**config.mk**
```make
export PLATFORM = sky130hd
export DESIGN_NAME = anagram_letter_count_difference
export DESIGN_NICKNAME = d
export VERILOG_FILES = /design/src/hw/rtl/alcd_pkg.sv /design/src/hw/rtl/anagram_letter_count_difference.sv /design/src/hw/rtl/alcd_alu.sv /design/src/hw/rtl/alcd_store.sv
export VERILOG_INCLUDE_DIRS = /design/src /design/src/hw/rtl
export SDC_FILE = /design/constraint.sdc
export NUM_CORES = 1
export LEC_CHECK = 0
export BUFFER_PORTS_ARGS = -buffer_cell sky130_fd_sc_hd__clkbuf_2
export CAP_MARGIN = 20
export CORE_UTILIZATION = 40
export CTS_CLUSTER_SIZE = 40
export DETAILED_ROUTE_END_ITERATION = 10
export PLACE_DENSITY = 0.67
export SLEW_MARGIN = 30
export SYNTH_ARGS = -nofsm -noshare
export SYNTH_HDL_FRONTEND = slang
export SYNTH_SLANG_ARGS = --single-unit
```
**constraint.sdc**
```tcl
create_clock -name clk -period 11.4 [get_ports clk]
set_input_delay 1.14 -clock clk [delete_from_list [all_inputs] [get_ports clk]]
set_output_delay 1.14 -clock clk [all_outputs]
set_load 0.005 [all_outputs]
```
**src/hw/rtl/anagram_letter_count_difference_assert.svh**
```systemverilog
// ---------------------------------------------------------------------------
// Assertion macros for the letter count difference block
// Immediate-cycle and next-cycle checks, compiled out for synthesis.
// ---------------------------------------------------------------------------
`ifndef ANAGRAM_LETTER_COUNT_DIFFERENCE_ASSERT_SVH
`define ANAGRAM_LETTER_COUNT_DIFFERENCE_ASSERT_SVH
`ifndef SYNTHESIS
// check a condition on every clock edge outside reset
`define ALCD_ASSERT(label, clk, rst_n, cond, msg) \
  label: assert property (@(posedge clk) disable iff (!rst_n) (cond)) else $error(msg);
// check that a trigger implies a condition in the next cycle
`define ALCD_ASSERT_NEXT(label, clk, rst_n, trig, cond, msg) \
  label: assert property (@(posedge clk) disable iff (!rst_n) (trig) |=> (cond)) else $error(msg);
`else
`define ALCD_ASSERT(label, clk, rst_n, cond, msg)
`define ALCD_ASSERT_NEXT(label, clk, rst_n, trig, cond, msg)
`endif
`endif

```
**src/hw/rtl/alcd_pkg.sv**
```systemverilog
// ---------------------------------------------------------------------------
// alcd_pkg
// Shared constants and control bundles of the letter count difference block.
// ---------------------------------------------------------------------------
package alcd_pkg;

  localparam int ALCD_ALPHABET_SIZE = 26;
  localparam int ALCD_MAX_LENGTH    = 16384;

  localparam int LETTER_W    = 5;
  localparam int DELETIONS_W = 16;
  // largest value the deletions field can carry
  localparam int DELETIONS_LIMIT = (1 << DELETIONS_W) - 1;

  // control of the shared saturating adder
  typedef struct packed {
    logic neg;       // subtract the b operand
    logic acc_mode;  // clamp to the result range instead of the counter range
  } alu_ctl_t;

  // control of the counter store
  typedef struct packed {
    logic wr_en;     // write one counter
    logic clr_all;   // drop every counter back to zero
  } store_ctl_t;

endpackage

```
**src/hw/rtl/anagram_letter_count_difference.sv**
```systemverilog
// ---------------------------------------------------------------------------
// anagram_letter_count_difference
// Letter histogram L1 distance: deletions needed to make two strings anagrams.
// ---------------------------------------------------------------------------
// Feed the letters of both strings one word at a time, each tagged with the
// string it belongs to; mark the last letter of the pair with final_letter.
// Each letter moves its signed counter by +1 (first string) or -1 (second),
// saturating at +/-MAX_LENGTH; a letter index at or beyond ALPHABET_SIZE
// moves nothing. After the final word the block walks every counter, adds
// up the magnitudes (saturating at 2*MAX_LENGTH, and at 65535), emits the
// sum as one out_deletions word and clears all counters. in_stall holds off
// the next word through the update state and, after a final word, through the
// sum walk, a drain state and a done state that waits while the previous result
// still sits unread in the output register. This comes from the single read port
// of the counter memory and the one saturating adder serving update and sum walk.
// Counters restart at zero after reset with no clearing pass.
// ---------------------------------------------------------------------------
`include "anagram_letter_count_difference_assert.svh"

module anagram_letter_count_difference
  import alcd_pkg::*;
#(
  parameter int ALPHABET_SIZE = ALCD_ALPHABET_SIZE,
  parameter int MAX_LENGTH    = ALCD_MAX_LENGTH
) (
  input  logic                   clk,
  input  logic                   rst_n,
  input  logic                   in_valid,
  output logic                   in_stall,
  input  logic [LETTER_W-1:0]    in_letter,
  input  logic                   in_second_string,
  input  logic                   in_final_letter,
  output logic                   out_valid,
  input  logic                   out_stall,
  output logic [DELETIONS_W-1:0] out_deletions
);

  // counter width holds +/-MAX_LENGTH; adder width holds counter or sum plus headroom
  localparam int AW     = $clog2(ALPHABET_SIZE);
  localparam int CNT_W  = $clog2(MAX_LENGTH + 1) + 1;
  localparam int UW     = ((CNT_W > DELETIONS_W + 1) ? CNT_W : DELETIONS_W + 1) + 2;
  localparam int CAP    = (2 * MAX_LENGTH > DELETIONS_LIMIT) ? DELETIONS_LIMIT
                                                             : 2 * MAX_LENGTH;
  localparam logic [AW-1:0] LAST_IDX = AW'(ALPHABET_SIZE - 1);

  // sequencer states
  localparam logic [2:0] ST_IDLE  = 3'd0;  // take a word
  localparam logic [2:0] ST_UPD   = 3'd1;  // read data back, write updated counter
  localparam logic [2:0] ST_SUM   = 3'd2;  // issue one counter read per cycle
  localparam logic [2:0] ST_DRAIN = 3'd3;  // fold in the last read
  localparam logic [2:0] ST_DONE  = 3'd4;  // hand the sum to the output register

  logic [2:0]               st_r, st_nxt;
  logic [AW-1:0]            idx_r, idx_nxt;
  logic [AW-1:0]            wr_addr_r;
  logic                     second_r;
  logic                     final_r;
  logic                     in_range_r;
  logic                     acc_en_r;
  logic signed [UW-1:0]     acc_r;
  logic                     out_valid_r;
  logic [DELETIONS_W-1:0]   out_deletions_r;

  logic                     accept;
  logic                     in_range;
  logic                     load;
  logic [AW-1:0]            raddr;
  logic signed [CNT_W-1:0]  rd_cnt;
  logic signed [UW-1:0]     rd_ext;
  store_ctl_t               store_ctl;
  alu_ctl_t                 alu_ctl;
  logic signed [UW-1:0]     alu_a;
  logic signed [UW-1:0]     alu_b;
  logic signed [UW-1:0]     alu_res;

  assign in_stall = (st_r != ST_IDLE);
  assign accept   = in_valid && !in_stall;
  assign in_range = (int'(in_letter) < ALPHABET_SIZE);

  // result register empties this cycle or already is empty
  assign load = (st_r == ST_DONE) && (!out_valid_r || !out_stall);

  // ---- sequencer ----
  always_comb begin
    st_nxt  = st_r;
    idx_nxt = idx_r;
    unique case (st_r)
      ST_IDLE: begin
        if (accept) begin
          st_nxt = ST_UPD;
        end
      end
      ST_UPD: begin
        idx_nxt = '0;
        st_nxt  = final_r ? ST_SUM : ST_IDLE;
      end
      ST_SUM: begin
        if (idx_r == LAST_IDX) begin
          st_nxt = ST_DRAIN;
        end else begin
          idx_nxt = idx_r + 1'b1;
        end
      end
      ST_DRAIN: begin
        st_nxt = ST_DONE;
      end
      ST_DONE: begin
        if (load) begin
          st_nxt = ST_IDLE;
        end
      end
      default: begin
        st_nxt = ST_IDLE;
      end
    endcase
  end

  always_ff @(posedge clk) begin
    if (!rst_n) begin
      st_r     <= ST_IDLE;
      idx_r    <= '0;
      acc_en_r <= 1'b0;
    end else begin
      st_r     <= st_nxt;
      idx_r    <= idx_nxt;
      // read issued in the sum walk returns in the next cycle
      acc_en_r <= (st_r == ST_SUM);
    end
  end

  // hold the accepted word for the update cycle
  always_ff @(posedge clk) begin
    if (accept) begin
      wr_addr_r  <= in_range ? AW'(in_letter) : '0;
      second_r   <= in_second_string;
      final_r    <= in_final_letter;
      in_range_r <= in_range;
    end
  end

  // ---- counter store ----
  // keep the read address inside the memory for letters beyond the alphabet
  assign raddr = (st_r == ST_IDLE) ? (in_range ? AW'(in_letter) : '0) : idx_r;

  assign store_ctl.wr_en   = (st_r == ST_UPD) && in_range_r;
  assign store_ctl.clr_all = load;

  alcd_store #(
    .DEPTH  (ALPHABET_SIZE),
    .DATA_W (CNT_W)
  ) u_store (
    .clk   (clk),
    .rst_n (rst_n),
    .ctl   (store_ctl),
    .waddr (wr_addr_r),
    .wdata (CNT_W'(alu_res)),
    .raddr (raddr),
    .rdata (rd_cnt)
  );

  assign rd_ext = UW'(rd_cnt);

  // ---- shared saturating adder ----
  // update: counter +/- 1 clamped to +/-MAX_LENGTH
  // sum walk: accumulator + |counter| clamped to the result cap
  always_comb begin
    if (acc_en_r) begin
      alu_ctl.acc_mode = 1'b1;
      alu_ctl.neg      = rd_cnt[CNT_W-1];
      alu_a            = acc_r;
      alu_b            = rd_ext;
    end else begin
      alu_ctl.acc_mode = 1'b0;
      alu_ctl.neg      = second_r;
      alu_a            = rd_ext;
      alu_b            = UW'(1);
    end
  end

  alcd_alu #(
    .UW         (UW),
    .MAX_LENGTH (MAX_LENGTH),
    .CAP        (CAP)
  ) u_alu (
    .ctl (alu_ctl),
    .a   (alu_a),
    .b   (alu_b),
    .res (alu_res)
  );

  // start each walk from zero; fold in one counter per cycle
  always_ff @(posedge clk) begin
    if (st_r == ST_UPD) begin
      acc_r <= '0;
    end else if (acc_en_r) begin
      acc_r <= alu_res;
    end
  end

  // ---- output register ----
  always_ff @(posedge clk) begin
    if (!rst_n) begin
      out_valid_r <= 1'b0;
    end else if (load) begin
      out_valid_r <= 1'b1;
    end else if (!out_stall) begin
      out_valid_r <= 1'b0;
    end
  end

  always_ff @(posedge clk) begin
    if (load) begin
      out_deletions_r <= DELETIONS_W'(acc_r);
    end
  end

  assign out_valid     = out_valid_r;
  assign out_deletions = out_deletions_r;

  // ---- checks ----
  `ALCD_ASSERT(a_alu_no_overlap, clk, rst_n, !((st_r == ST_UPD) && acc_en_r), "adder claimed by update and sum walk together")
  `ALCD_ASSERT(a_sum_capped, clk, rst_n, !load || (acc_r <= UW'(CAP)), "sum beyond cap at result load")
  `ALCD_ASSERT_NEXT(a_walk_step, clk, rst_n, (st_r == ST_SUM) && (idx_r != LAST_IDX), idx_r == AW'($past(idx_r) + 1'b1), "sum walk skipped a counter")
  `ALCD_ASSERT(a_out_from_done, clk, rst_n, !$rose(out_valid_r) || ($past(st_r) == ST_DONE), "result word appeared outside the done state")

endmodule

```
**src/hw/rtl/alcd_alu.sv**
```systemverilog
// ---------------------------------------------------------------------------
// alcd_alu
// Shared saturating add/subtract unit for counter updates and the L1 sum.
// ---------------------------------------------------------------------------
module alcd_alu
  import alcd_pkg::*;
#(
  parameter int UW         = 19,
  parameter int MAX_LENGTH = ALCD_MAX_LENGTH,
  parameter int CAP        = 2 * ALCD_MAX_LENGTH
) (
  input  alu_ctl_t               ctl,
  input  logic signed [UW-1:0]   a,
  input  logic signed [UW-1:0]   b,
  output logic signed [UW-1:0]   res
);

  localparam logic signed [UW-1:0] CNT_HI = UW'(MAX_LENGTH);
  localparam logic signed [UW-1:0] CNT_LO = -CNT_HI;
  localparam logic signed [UW-1:0] SUM_HI = UW'(CAP);
  localparam logic signed [UW-1:0] SUM_LO = '0;

  logic signed [UW-1:0] sum;
  logic signed [UW-1:0] lo;
  logic signed [UW-1:0] hi;

  always_comb begin
    sum = a + (ctl.neg ? -b : b);
    lo  = ctl.acc_mode ? SUM_LO : CNT_LO;
    hi  = ctl.acc_mode ? SUM_HI : CNT_HI;
    if (sum > hi) begin
      res = hi;
    end else if (sum < lo) begin
      res = lo;
    end else begin
      res = sum;
    end
  end

endmodule

```
**src/hw/rtl/alcd_store.sv**
```systemverilog
// ---------------------------------------------------------------------------
// alcd_store
// Counter memory, one write and one registered read port, valid per entry.
// ---------------------------------------------------------------------------
module alcd_store
  import alcd_pkg::*;
#(
  parameter int DEPTH  = ALCD_ALPHABET_SIZE,
  parameter int DATA_W = 16
) (
  input  logic                        clk,
  input  logic                        rst_n,
  input  store_ctl_t                  ctl,
  input  logic [$clog2(DEPTH)-1:0]    waddr,
  input  logic signed [DATA_W-1:0]    wdata,
  input  logic [$clog2(DEPTH)-1:0]    raddr,
  output logic signed [DATA_W-1:0]    rdata
);

  logic signed [DATA_W-1:0] mem [DEPTH];
  logic [DEPTH-1:0]         vld_r;
  logic signed [DATA_W-1:0] rd_data_r;
  logic                     rd_vld_r;

  always_ff @(posedge clk) begin
    if (ctl.wr_en) begin
      mem[waddr] <= wdata;
    end
    rd_data_r <= mem[raddr];
  end

  // an entry never written since the last clear reads as zero
  always_ff @(posedge clk) begin
    if (!rst_n || ctl.clr_all) begin
      vld_r    <= '0;
      rd_vld_r <= 1'b0;
    end else begin
      if (ctl.wr_en) begin
        vld_r[waddr] <= 1'b1;
      end
      rd_vld_r <= vld_r[raddr];
    end
  end

  assign rdata = rd_vld_r ? rd_data_r : '0;

endmodule

```
==> results of run 1 <==
[metal layers]
metal  up-vias  global-route usage  share of wire
li1       6791                   -              -
met1      7511               0.305           0.44
met2       656               0.332           0.46
met3        89              0.0318          0.081
met4         0              0.0638          0.022
met5         -                   0              0
[cell families after synthesis]
logic type,after synthesis
XOR/XNOR,26
adder cells (fa/ha/maj),28
buffers and inverters,134
multiplexers,8
flip-flops,512
AO/OA/AOI/OAI,302
AND/OR/NAND/NOR,834
[synth_stat cells (27+ instances only)]
cell type / n / share of area
nor2_1: 125 / 0.022
edfxtp_1: 440 / 0.61
and3_1: 55 / 0.016
a211oi_1: 35 / 0.012
nand2_1: 464 / 0.080
a21o_1: 29 / 0.010
a31oi_1: 38 / 0.011
a311oi_1: 69 / 0.028
dfxtp_1: 72 / 0.066
a21oi_1: 43 / 0.0099
ha_1: 27 / 0.016
nand3_1: 114 / 0.026
clkbuf_1: 71 / 0.012
[power breakdown]
part	leakage [nW]	internal, mW	switching [mW]
logic	3.29	0.189	0.506
clock network	0.852	1.01	0.733
registers	4.60	2.19	0.0438
[worst reg2reg max path, delay by kind of cell, from the launching register on]
family,cells,cell delay (ns)
DFF,1,0.31
AOI/OAI and AO/OA,7,2.71
adders and majority gates,3,0.97
xor gates and xnor gates,1,0.20
and+or+nand+nor,11,2.19
buffers and inverters,1,0.40
[registers in the layout (all words and copies together), names as in the netlist]
| name | count |
|---|---|
| acc_en_r | 1 |
| acc_r | 19 |
| final_r | 1 |
| idx_r | 5 |
| in_range_r | 1 |
| out_deletions | 16 |
| out_valid | 1 |
| second_r | 1 |
| st_r | 3 |
| u_store.mem | 416 |
| u_store.rd_data_r | 16 |
| u_store.rd_vld_r | 1 |
| u_store.vld_r | 26 |
| wr_addr_r | 5 |
[per-stage QoR]
stage / util / hold WS, ns / cells
after floorplan: - / 0.431 / 1844
final: 0.457 / 0.470 / 2595
after global routing: 0.457 / 0.490 / 2595
after detailed placement: 0.425 / 0.460 / 2499
after global placement: 0.424 / 0.446 / 2498
after CTS: 0.457 / 0.474 / 2595
[cell type report]
| class | instances | area, sq um | share of cell area |
|---|---|---|---|
| multi-input cells | 1198 | 6770 | 0.275 |
| inverters | 23 | 86.3 | 0.00351 |
| flip-flops and latches | 512 | 14700 | 0.595 |
| clock inverters | 21 | 293 | 0.0119 |
| repair buffers | 70 | 488 | 0.0198 |
| well taps | 696 | 871 | 0.0354 |
| clock buffers | 75 | 1460 | 0.0592 |
[final timing paths]
path	to	cells after the start	slack [ns]
max reg2reg	u_store.mem[14][15]	23	4.23
max	u_store.mem[14][15]	23	4.23
min	u_store.vld_r[23]	2	0.47
min reg2reg	u_store.vld_r[23]	2	0.47
[cell usage in the layout, fill, tap and decap left out, types with 7 or more instances in the layout]
cell and instances:
nor2b_1 8, a31oi_1 38, ha_1 27, a211oi_1 35, nor2_1 96, edfxtp_1 440
a21oi_1 41, inv_1 22, nand2b_1 8, and3_1 55, xnor2_1 9, a21o_1 29
clkbuf_1 16, nor2_4 12, a22o_1 20, buf_4 40, nor2_2 17, o21ai_0 16
clkinv_2 7, dfxtp_1 72, a311oi_1 69, nand3_1 114, o41ai_1 7, clkbuf_16 52
and2_1 24, clkbuf_2 28, nand2_1 463, xor2_1 17, clkbuf_8 7
==> results.md, run 1 <==
* Max clock buf depth at 3
* Post-route ant nets at 0
* Fillers at 4803
* Cts repair resizes at 0
* Routed vias/inst at 5.80
* Library cells used by synthesis at 74
* CP max stage cell: a21o_1
* Final slew viol count at 0
* Reg clk slew, reported paths at 0.06 ns
* Total negative setup slack at 0 ns
* DR iter-0 viols at 1783
* Layout Skew at 0.0185 ns
* CP startpoint: acc_en_r
* Hold Path Origin: u_store.vld_r[23]
* Area grow syn2layout at 13.1%
* Slew headroom at 0.345
* DRC errors left at 0
* DIE WIDTH at 235 microns
* Leak at 8.74 nW
* Layout cells sized above 1 at 0.107
* Final WL at 59.3 mm
* Unrepaired setup endpoints after global routing: no
* Pwr Total at 4.67 mW
* Final worst slack at 4.23 ns
* Top-Level Pins at 29
* Row Count at 85
* Synth warnings at 0
* Post-Syn Area per Cell at 11.8 sq um
* Netlist area before placement at 0.0218 sq mm
* Worst r2r src: acc_en_r
* Wire length of the first global-routing pass at 88.9 mm
* Worst hold path class: register to register
* Total number of vias at 15000
* DIE AREA at 0.0553 sq mm
* Fmax at 139 MHz
* Skew-Pair Late Insertion Delay at 0.61 ns
* Cell area after layout at 0.0246 sq mm
* Sequential area share after synthesis at 0.673
* CP Max Fanout at 41
* Ys async rst share at 0
* # hold bufs at CTS at 0
* Placer Congestion at 0.877
* Final min period at 7.17 ns
* Vias in the first global route at 14200
* Critical path cell sequence: buf_4 > and2_0 > nand2_1 > ha_1 > o21ai_0 > nand2_1 > o21ai_0 > and3_1 > nor3_1 > ha_1 > nand2_1 > o31a_1 > nand2b_1 > a31oi_1 > nor2_1 > xor2_1 > ha_1 > and3_1 > nand4_1 > or3_1 > o311a_1 > a2111oi_2 > a21o_1
* CP Data Required Time at 11.66 ns
* CP Class: register to register
* Synth Area in Compound Gates at 0.103
* Initial antenna violation count at 0
* Initial DRT Pass Iterations at 6
* Post-synth EDFFs at 440
* Die H at 235 microns
* Number of diodes at 0
* DP Area at 0.0229 sq mm
* Port Buffer Count at 28
* Post-Synth Simple-Gate Area at 0.167
* Pwr dens at 190 mW/mm^2
* Setup Viol. Count Final at 0
* Net count, final at 1895
* Dpl ws at 4.41 ns
* Largest family of logic cells by synthesized area: simple AND/OR/NAND/NOR gates
* #FFs+latches synth at 512
* Synth Area in XOR/XNOR at 0.0105
* Synthesized instance count at 1844
* CP max stage delay at 0.77 ns
* Critical Path End Type: register
* Startpoint types: register
* Status: finished, final reports clean
* Post-synth top flop: edfxtp_1
* Core region area at 0.0538 sq mm
* Synth Area in Adders at 0.0164
* Root buf cell: clkbuf_16
* Post-route clock period utilization at 0.629
* Largest net degree at the start of global routing at 150
* Peak VDD IR at 114 uV
* Initial cell density of the core at 0.404
* Post-CTS setup buffer count at 0
* MaxCap Viol Count at 0
* Number of CTS-inserted buffers at 51
* Syn_nets at 1883
* DP HPWL at 33.9 mm
* GR Util All Layers at 0.212
* Worst path bufs/invs at 1
* CTS tree: built
* CP top delay family: compound AO/OA/AOI/OAI gates
* Worst-margin pin slew at 0.983 ns
* Post-DR wirelength/cell at 22.9 microns
* Gr ovfl total at 0
* CTS sink cnt at 512
* Multiplexer share of the synthesized area at 0.00431
* Endpoints failing hold at 0
* Crit path DAT at 7.43 ns
* H-tree levels at 2
No activity file was read; power rests on OpenSTA's default activity.
==> inputs of run 2 (changes only) <==
==> constraint.sdc (replaced) <==
create_clock -name clk -period 6.85 [get_ports clk]
set_input_delay 0.685 -clock clk [delete_from_list [all_inputs] [get_ports clk]]
set_output_delay 0.685 -clock clk [all_outputs]
set_load 0.005 [all_outputs]
==> results.md, run 2 (synthesized netlist as in run 1, its figures left out) <==
* Top Registers: u_store.mem: 416 flops, u_store.vld_r: 26 flops, acc_r: 19 flops (unchanged)
* DIE AREA at 0.0553 sq mm (unchanged)
* Met3 WL at 5.49 mm (was 4.80 mm)
* Status: finished, final reports clean (unchanged)
* DRC errors left at 0 (unchanged)
* Routed vias/inst at 5.81 (was 5.80)
* Wire length of the first global-routing pass at 88.1 mm (was 88.9 mm)
* Core region area at 0.0538 sq mm (unchanged)
* CP Class: register to register (unchanged)
* Post-route clock period utilization at 0.946 (was 0.629)
* Hold Slack at 0.254 ns (was 0.470 ns)
* Hold Path Sink: second_r (was u_store.vld_r[23])
* Net count, final at 1895 (unchanged)
* # hold bufs at CTS at 0 (unchanged)
* Clock share of power at 0.373 (about the same)
* Net Switching at 2.09 mW (was 1.28 mW)
* Largest register by flop count: u_store.mem (unchanged)
* Initial antenna violation count at 0 (unchanged)
* Critical Path End Type: register (unchanged)
* Post-DR wirelength/cell at 22.9 microns (about the same)
* Setup Viol. Count Final at 0 (unchanged)
* Layout cells sized above 1 at 0.107 (about the same)
* CP Data Required Time at 7.15 ns (was 11.66 ns)
* H-tree levels at 2 (unchanged)
* CP max stage cell: mux2i_4 (was a21o_1)
* Layout Skew at 0.0262 ns (was 0.0185 ns)
* Post-CTS setup buffer count at 0 (unchanged)
* Final slew viol count at 0 (unchanged)
* Root buf cell: clkbuf_16 (unchanged)
* Top sig layer: met4 (unchanged)
* Worst-margin pin slew at 1.04 ns (was 0.983 ns)
* DIE WIDTH at 235 microns (unchanged)
* CTS sink cnt at 512 (unchanged)
* Seq pwr share at 0.478 (about the same)
* Number of CTS-inserted buffers at 51 (unchanged)
* Total number of vias at 15100 (was 15000)
* MaxCap Viol Count at 0 (unchanged)
* Cts repair resizes at 0 (unchanged)
* Startpoint types: register (unchanged)
* Final Core Density at 0.458 (was 0.457)
* Max reg flops at 416 (unchanged)
* Vias in the first global route at 13700 (was 14200)
* Commonest non-fill, non-tap cell in the layout: nand2_1 (unchanged)
* Final WL at 59.5 mm (was 59.3 mm)
* DP HPWL at 32.3 mm (was 33.9 mm)
* Switching part of the total at 0.270 (was 0.275)
* Most frequent cells in the layout: nand2_1 (463), edfxtp_1 (440), nand3_1 (114), nor2_1 (94), dfxtp_1 (72) (was nand2_1 (463), edfxtp_1 (440), nand3_1 (114), nor2_1 (96), dfxtp_1 (72))
* Reg clk slew, reported paths at 0.06 ns (about the same)
* Worst hold path class: input port to register (was register to register)
* Total negative setup slack at 0 ns (unchanged)
* Endpoints failing hold at 0 (unchanged)
* Worst hold stages at 1 (was 2)
* Gr ovfl total at 0 (unchanged)
* GR Util All Layers at 0.212 (about the same)
* DR iter-0 viols at 1868 (was 1783)
* Post-route ant nets at 0 (unchanged)
* Worst r2r src: acc_en_r (unchanged)
* Initial DRT Pass Iterations at 6 (unchanged)
* Unrepaired setup endpoints after global routing: no (unchanged)
* Crit path DAT at 6.78 ns (was 7.43 ns)
* Largest net degree at the start of global routing at 129 (was 150)
* Leak at 8.75 nW (was 8.74 nW)
* Combinational Power Share at 0.149 (about the same)
* Hold Path Origin: in_second_string (was u_store.vld_r[23])
* Area grow syn2layout at 13.4% (was 13.1%)
* Initial cell density of the core at 0.404 (unchanged)
* Die H at 235 microns (unchanged)
* Placer Congestion at 0.887 (was 0.877)
* Final min period at 6.48 ns (was 7.17 ns)
* Worst Reg-to-Reg Cells at 24 (was 23)
* CTS tree: built (unchanged)
* Peak VDD IR at 165 uV (was 114 uV)
* Met2 Routed Length at 26.5 mm (was 27.1 mm)
* CP Max Fanout at 26 (was 41)
* Critical path cell sequence: buf_4 > nor2b_1 > nor2_1 > o21ai_0 > and3_1 > nor3_1 > ha_1 > a21o_1 > a221o_1 > a21oi_2 > nand2_1 > a21o_1 > a21oi_1 > xnor2_1 > inv_1 > ha_1 > nor2b_1 > nor3_1 > mux2_2 > o21bai_1 > nand2_1 > nand3_1 > buf_4 > mux2i_4 (was buf_4 > and2_0 > nand2_1 > ha_1 > o21ai_0 > nand2_1 > o21ai_0 > and3_1 > nor3_1 > ha_1 > nand2_1 > o31a_1 > nand2b_1 > a31oi_1 > nor2_1 > xor2_1 > ha_1 > and3_1 > nand4_1 > or3_1 > o311a_1 > a2111oi_2 > a21o_1)
* R2R Path End: u_store.mem[1][14] (was u_store.mem[14][15])
* Row Count at 85 (unchanged)
* Pwr dens at 314 mW/mm^2 (was 190 mW/mm^2)
* Number of diodes at 0 (unchanged)
* Max clock buf depth at 3 (unchanged)
* Pwr Total at 7.75 mW (was 4.67 mW)
* P_int at 5.65 mW (was 3.39 mW)
* Port Buffer Count at 28 (unchanged)
* Met1 Wirelength at 25.8 mm (was 26.1 mm)
* R2r setup slk at 0.37 ns (was 4.23 ns)
* CP max stage delay at 0.68 ns (was 0.77 ns)
* Fmax at 154 MHz (was 139 MHz)
* Top-Level Pins at 29 (unchanged)
* Skew-Pair Late Insertion Delay at 0.62 ns (was 0.61 ns)
* Slew headroom at 0.305 (was 0.345)
==> run 2: changes by cell type in the layout (fill, tap and decap cells not counted), sizes merged <==
cell / delta
clkbuf: -8
clkinv: +7
clkinvlp: -1
bufinv: +2
==> run 2: final cells by class <==
cell class,instances,area [sq um]
Multi-Input combinational cell,1198,6830
Timing Repair Buffer,70,500
Clock inverter,29,354
Sequential cell,512,14700
Fill cell,4747,29100
Inverter,23,86.3
Clock buffer,67,1380
Tap cell,696,871
==> run 2: metal layers <==
layer	GRT usage	vias to the layer above
li1	-	6786
met1	0.308	7462
met2	0.320	705
met3	0.0387	115
met4	0.0709	0
met5	0	-
==> run 2: worst max path at each step <==
stage               depth (start not counted)                   to  startpoint
global placement                           24  u_store.mem[10][14]    acc_en_r
CTS                                        26   u_store.mem[3][14]    acc_en_r
finish                                     24   u_store.mem[1][14]    acc_en_r
floorplan                                  27   u_store.mem[0][14]    acc_en_r
detailed placement                         26  u_store.mem[10][14]    acc_en_r
global route                               26   u_store.mem[3][14]    acc_en_r
==> run 2: power by group through the flow <==
stage                     sequential, mW  clock (mW)  combinational (mW)
after global placement              3.77           0                1.10
after global routing                3.71        3.04                1.25
final                               3.70        2.89                1.15
after detailed placement            3.77           0                1.12
after CTS                           3.70        2.92                1.13
after floorplan                     3.74           0               0.734
==> run 2: per-stage QoR <==
stage	instances	cell area, sq um	worst slack, ns
after floorplan	1844	21800	0.669
after global placement	2498	22900	0.299
after detailed placement	2498	22900	0.180
after CTS	2594	24600	0.117
after global routing	2595	24700	0.000994
final	2595	24700	0.371
==> run 2: worst max-delay path: cells and delay by family, from the launching register on <==
kind	cells	cell delay, ns
DFF	1	0.49
AOI/OAI and AO/OA	7	1.47
buffers and inverters	3	0.76
and+or+nand+nor	9	1.60
xor gates and xnor gates	1	0.23
muxes	2	0.96
adders and majority gates	2	0.65
==> inputs of run 3 (changes only) <==
--- a/config.mk
+++ b/config.mk
@@ -11,7 +11,7 @@
 export CORE_UTILIZATION = 40
 export CTS_CLUSTER_SIZE = 40
 export DETAILED_ROUTE_END_ITERATION = 10
-export PLACE_DENSITY = 0.67
+export PLACE_DENSITY = 0.69
 export SLEW_MARGIN = 30
 export SYNTH_ARGS = -nofsm -noshare
 export SYNTH_HDL_FRONTEND = slang
==> constraint.sdc (replaced) <==
create_clock -name clk -period 5.3 [get_ports clk]
set_input_delay 0.53 -clock clk [delete_from_list [all_inputs] [get_ports clk]]
set_output_delay 0.53 -clock clk [all_outputs]
set_load 0.005 [all_outputs]
==> results.md, run 3 (synthesized netlist as in run 1, its figures left out) <==
* Status: finished, final reports clean (unchanged)
* Max clock buf depth at 3 (unchanged)
* Startpoint types: register (unchanged)
* Largest register by flop count: u_store.mem (unchanged)
* Storage cell area at 0.0147 sq mm (about the same)
* DP Area at 0.0237 sq mm (was 0.0229 sq mm)
* H-tree levels at 2 (unchanged)
* Crit path top cell by count: a21oi_2
* DR iter-0 viols at 2043 (was 1868)
* Final WL at 63.5 mm (was 59.5 mm)
* Worst-margin pin slew at 1.03 ns (was 1.04 ns)
* Layout Skew at 0.0505 ns (was 0.0262 ns)
* Post-route ant nets at 0 (unchanged)
* Final min period at 5.17 ns (was 6.48 ns)
* Fmax at 194 MHz (was 154 MHz)
* Fillers at 4640 (was 4747)
* Initial DRT Pass Iterations at 6 (unchanged)
* CP max stage cell: a221o_1 (was mux2i_4)
* Unrepaired setup endpoints after global routing: yes (was no)
* Cell area after layout at 0.0262 sq mm (was 0.0247 sq mm)
* Post-DR wirelength/cell at 23.3 microns (was 22.9 microns)
* Top Registers: u_store.mem: 416 flops, u_store.vld_r: 26 flops, acc_r: 19 flops (unchanged)
* Final slew viol count at 0 (unchanged)
* Routed vias/inst at 5.79 (was 5.81)
* Row Count at 85 (unchanged)
* Area of the multi-input gates at 0.00724 sq mm (was 0.00683 sq mm)
* Number of diodes at 0 (unchanged)
* Initial antenna violation count at 0 (unchanged)
* Initial cell density of the core at 0.404 (unchanged)
* Port Buffer Count at 28 (unchanged)
* Layout cells sized above 1 at 0.186 (was 0.107)
* CP Data Required Time at 5.75 ns (was 7.15 ns)
* Core region area at 0.0538 sq mm (unchanged)
* Die H at 235 microns (unchanged)
* Max reg flops at 416 (unchanged)
* Slew headroom at 0.311 (was 0.305)
* MaxCap Viol Count at 0 (unchanged)
* Pwr dens at 407 mW/mm^2 (was 314 mW/mm^2)
* # hold bufs at CTS at 0 (unchanged)
* CP Max Fanout at 7 (was 26)
* Root buf cell: clkbuf_16 (unchanged)
* Critical Path End Type: register (unchanged)
* Placer Congestion at 0.885 (was 0.887)
* CTS sink cnt at 512 (unchanged)
* CP max stage delay at 0.38 ns (was 0.68 ns)
* Leak at 9.44 nW (was 8.75 nW)
* Peak VDD IR at 306 uV (was 165 uV)
* Area grow syn2layout at 20.2% (was 13.4%)
* Dpl ws at -0.240 ns (was 0.180 ns)
* DIE AREA at 0.0553 sq mm (unchanged)
* DP HPWL at 35.7 mm (was 32.3 mm)
* Largest net degree at the start of global routing at 62 (was 129)
* CTS tree: built (unchanged)
* DIE WIDTH at 235 microns (unchanged)
* Final worst slack at 0.133 ns (was 0.371 ns)
* DRC errors left at 0 (unchanged)
* Net count, final at 2023 (was 1895)
* Endpoints failing hold at 0 (unchanged)
* Top-Level Pins at 29 (unchanged)
* Skew-Pair Late Insertion Delay at 0.63 ns (was 0.62 ns)
* Final Core Density at 0.486 (was 0.458)
* Most frequent cells in the layout: nand2_1 (461), edfxtp_1 (440), buf_4 (135), nand3_1 (112), nor2_1 (93) (was nand2_1 (463), edfxtp_1 (440), nand3_1 (114), nor2_1 (94), dfxtp_1 (72))
* Vias in the first global route at 14800 (was 13700)
* Gr ovfl total at 0 (unchanged)
* Setup Viol. Count Final at 0 (unchanged)
* CP Class: register to register (unchanged)
* Number of CTS-inserted buffers at 52 (was 51)
* Post-route clock period utilization at 0.975 (was 0.946)
* Worst hold path class: input port to register (unchanged)
* Crit path DAT at 5.62 ns (was 6.78 ns)
* Wire length of the first global-routing pass at 92.7 mm (was 88.1 mm)
* Total number of vias at 15800 (was 15100)
* GR Util All Layers at 0.221 (was 0.212)
* Commonest non-fill, non-tap cell in the layout: nand2_1 (unchanged)
* Reg clk slew, reported paths at 0.06 ns (about the same)
## run 3: cell count changes in the layout (fill, tap and decap cells not counted), moves of 6 or more
cell     change
a21oi_2      +6
a21oi_1      -6
buf_12       +7
buf_6        +7
buf_4       +96
nor2_4      +17
## run 3: what timing repair did
item	4_1_cts	5_1_grt
pin swaps	11	32
endpoints found under the setup margin	392	434
resized for setup	24	49
setup buffers	6	16
hold endpoints to repair	0	0
gates cloned	10	7
## run 3: final cells by class
cell class | count | area share
sequential | 512 | 0.561
multi-input combinational | 1211 | 0.277
timing repair buffer | 184 | 0.0586
clock buffer | 69 | 0.0553
tap | 696 | 0.0333
clock inverter | 28 | 0.0123
inverter | 23 | 0.00335
## run 3: stage by stage
stage                     setup TNS [ns]  cells  hold WS [ns]  power, mW
after floorplan                   -0.996   1844         0.431       5.85
after global placement             -6.95   2585         0.445       6.52
after detailed placement          -54.07   2587         0.458       6.57
after CTS                         -0.913   2700        0.0984       10.4
after global routing              -11.38   2723         0.118       11.0
final                                  0   2723         0.123       10.6
## run 3: final timing paths
check / slack [ns] / cells after the start / to / startpoint
max: 0.13 / 29 / u_store.mem[9][14] / u_store.rd_data_r[1]
max reg2reg: 0.13 / 29 / u_store.mem[9][14] / u_store.rd_data_r[1]
min: 0.12 / 1 / final_r / in_final_letter
min reg2reg: 0.47 / 2 / u_store.vld_r[12] / u_store.vld_r[12]
## run 3: power breakdown
group | total, mW | internal, mW | leakage [nW] | switching [mW]
Combinational | 2.10 | 0.750 | 3.99 | 1.35
Sequential | 4.79 | 4.70 | 4.60 | 0.0880
Clock | 3.76 | 2.18 | 0.861 | 1.58
## run 3: layer usage
| layer | GRT usage | vias to the layer above | part of all wire |
|---|---|---|---|
| met3 | 0.0353 | 155 | 0.11 |
| li1 | - | 7073 | - |
| met4 | 0.0903 | 0 | 0.038 |
| met2 | 0.333 | 831 | 0.44 |
| met5 | 0 | - | 0 |
| met1 | 0.320 | 7707 | 0.41 |
## run 3: critical path: cells and delay by family, from the launching register on
| family | cells | cell delay, ns |
|---|---|---|
| flops | 1 | 0.32 |
| fa+ha+maj | 2 | 0.50 |
| xor+xnor | 1 | 0.16 |
| buf+inv | 5 | 0.60 |
| simple gates | 9 | 1.10 |
| compound gates | 10 | 1.83 |
| mux | 2 | 0.51 |
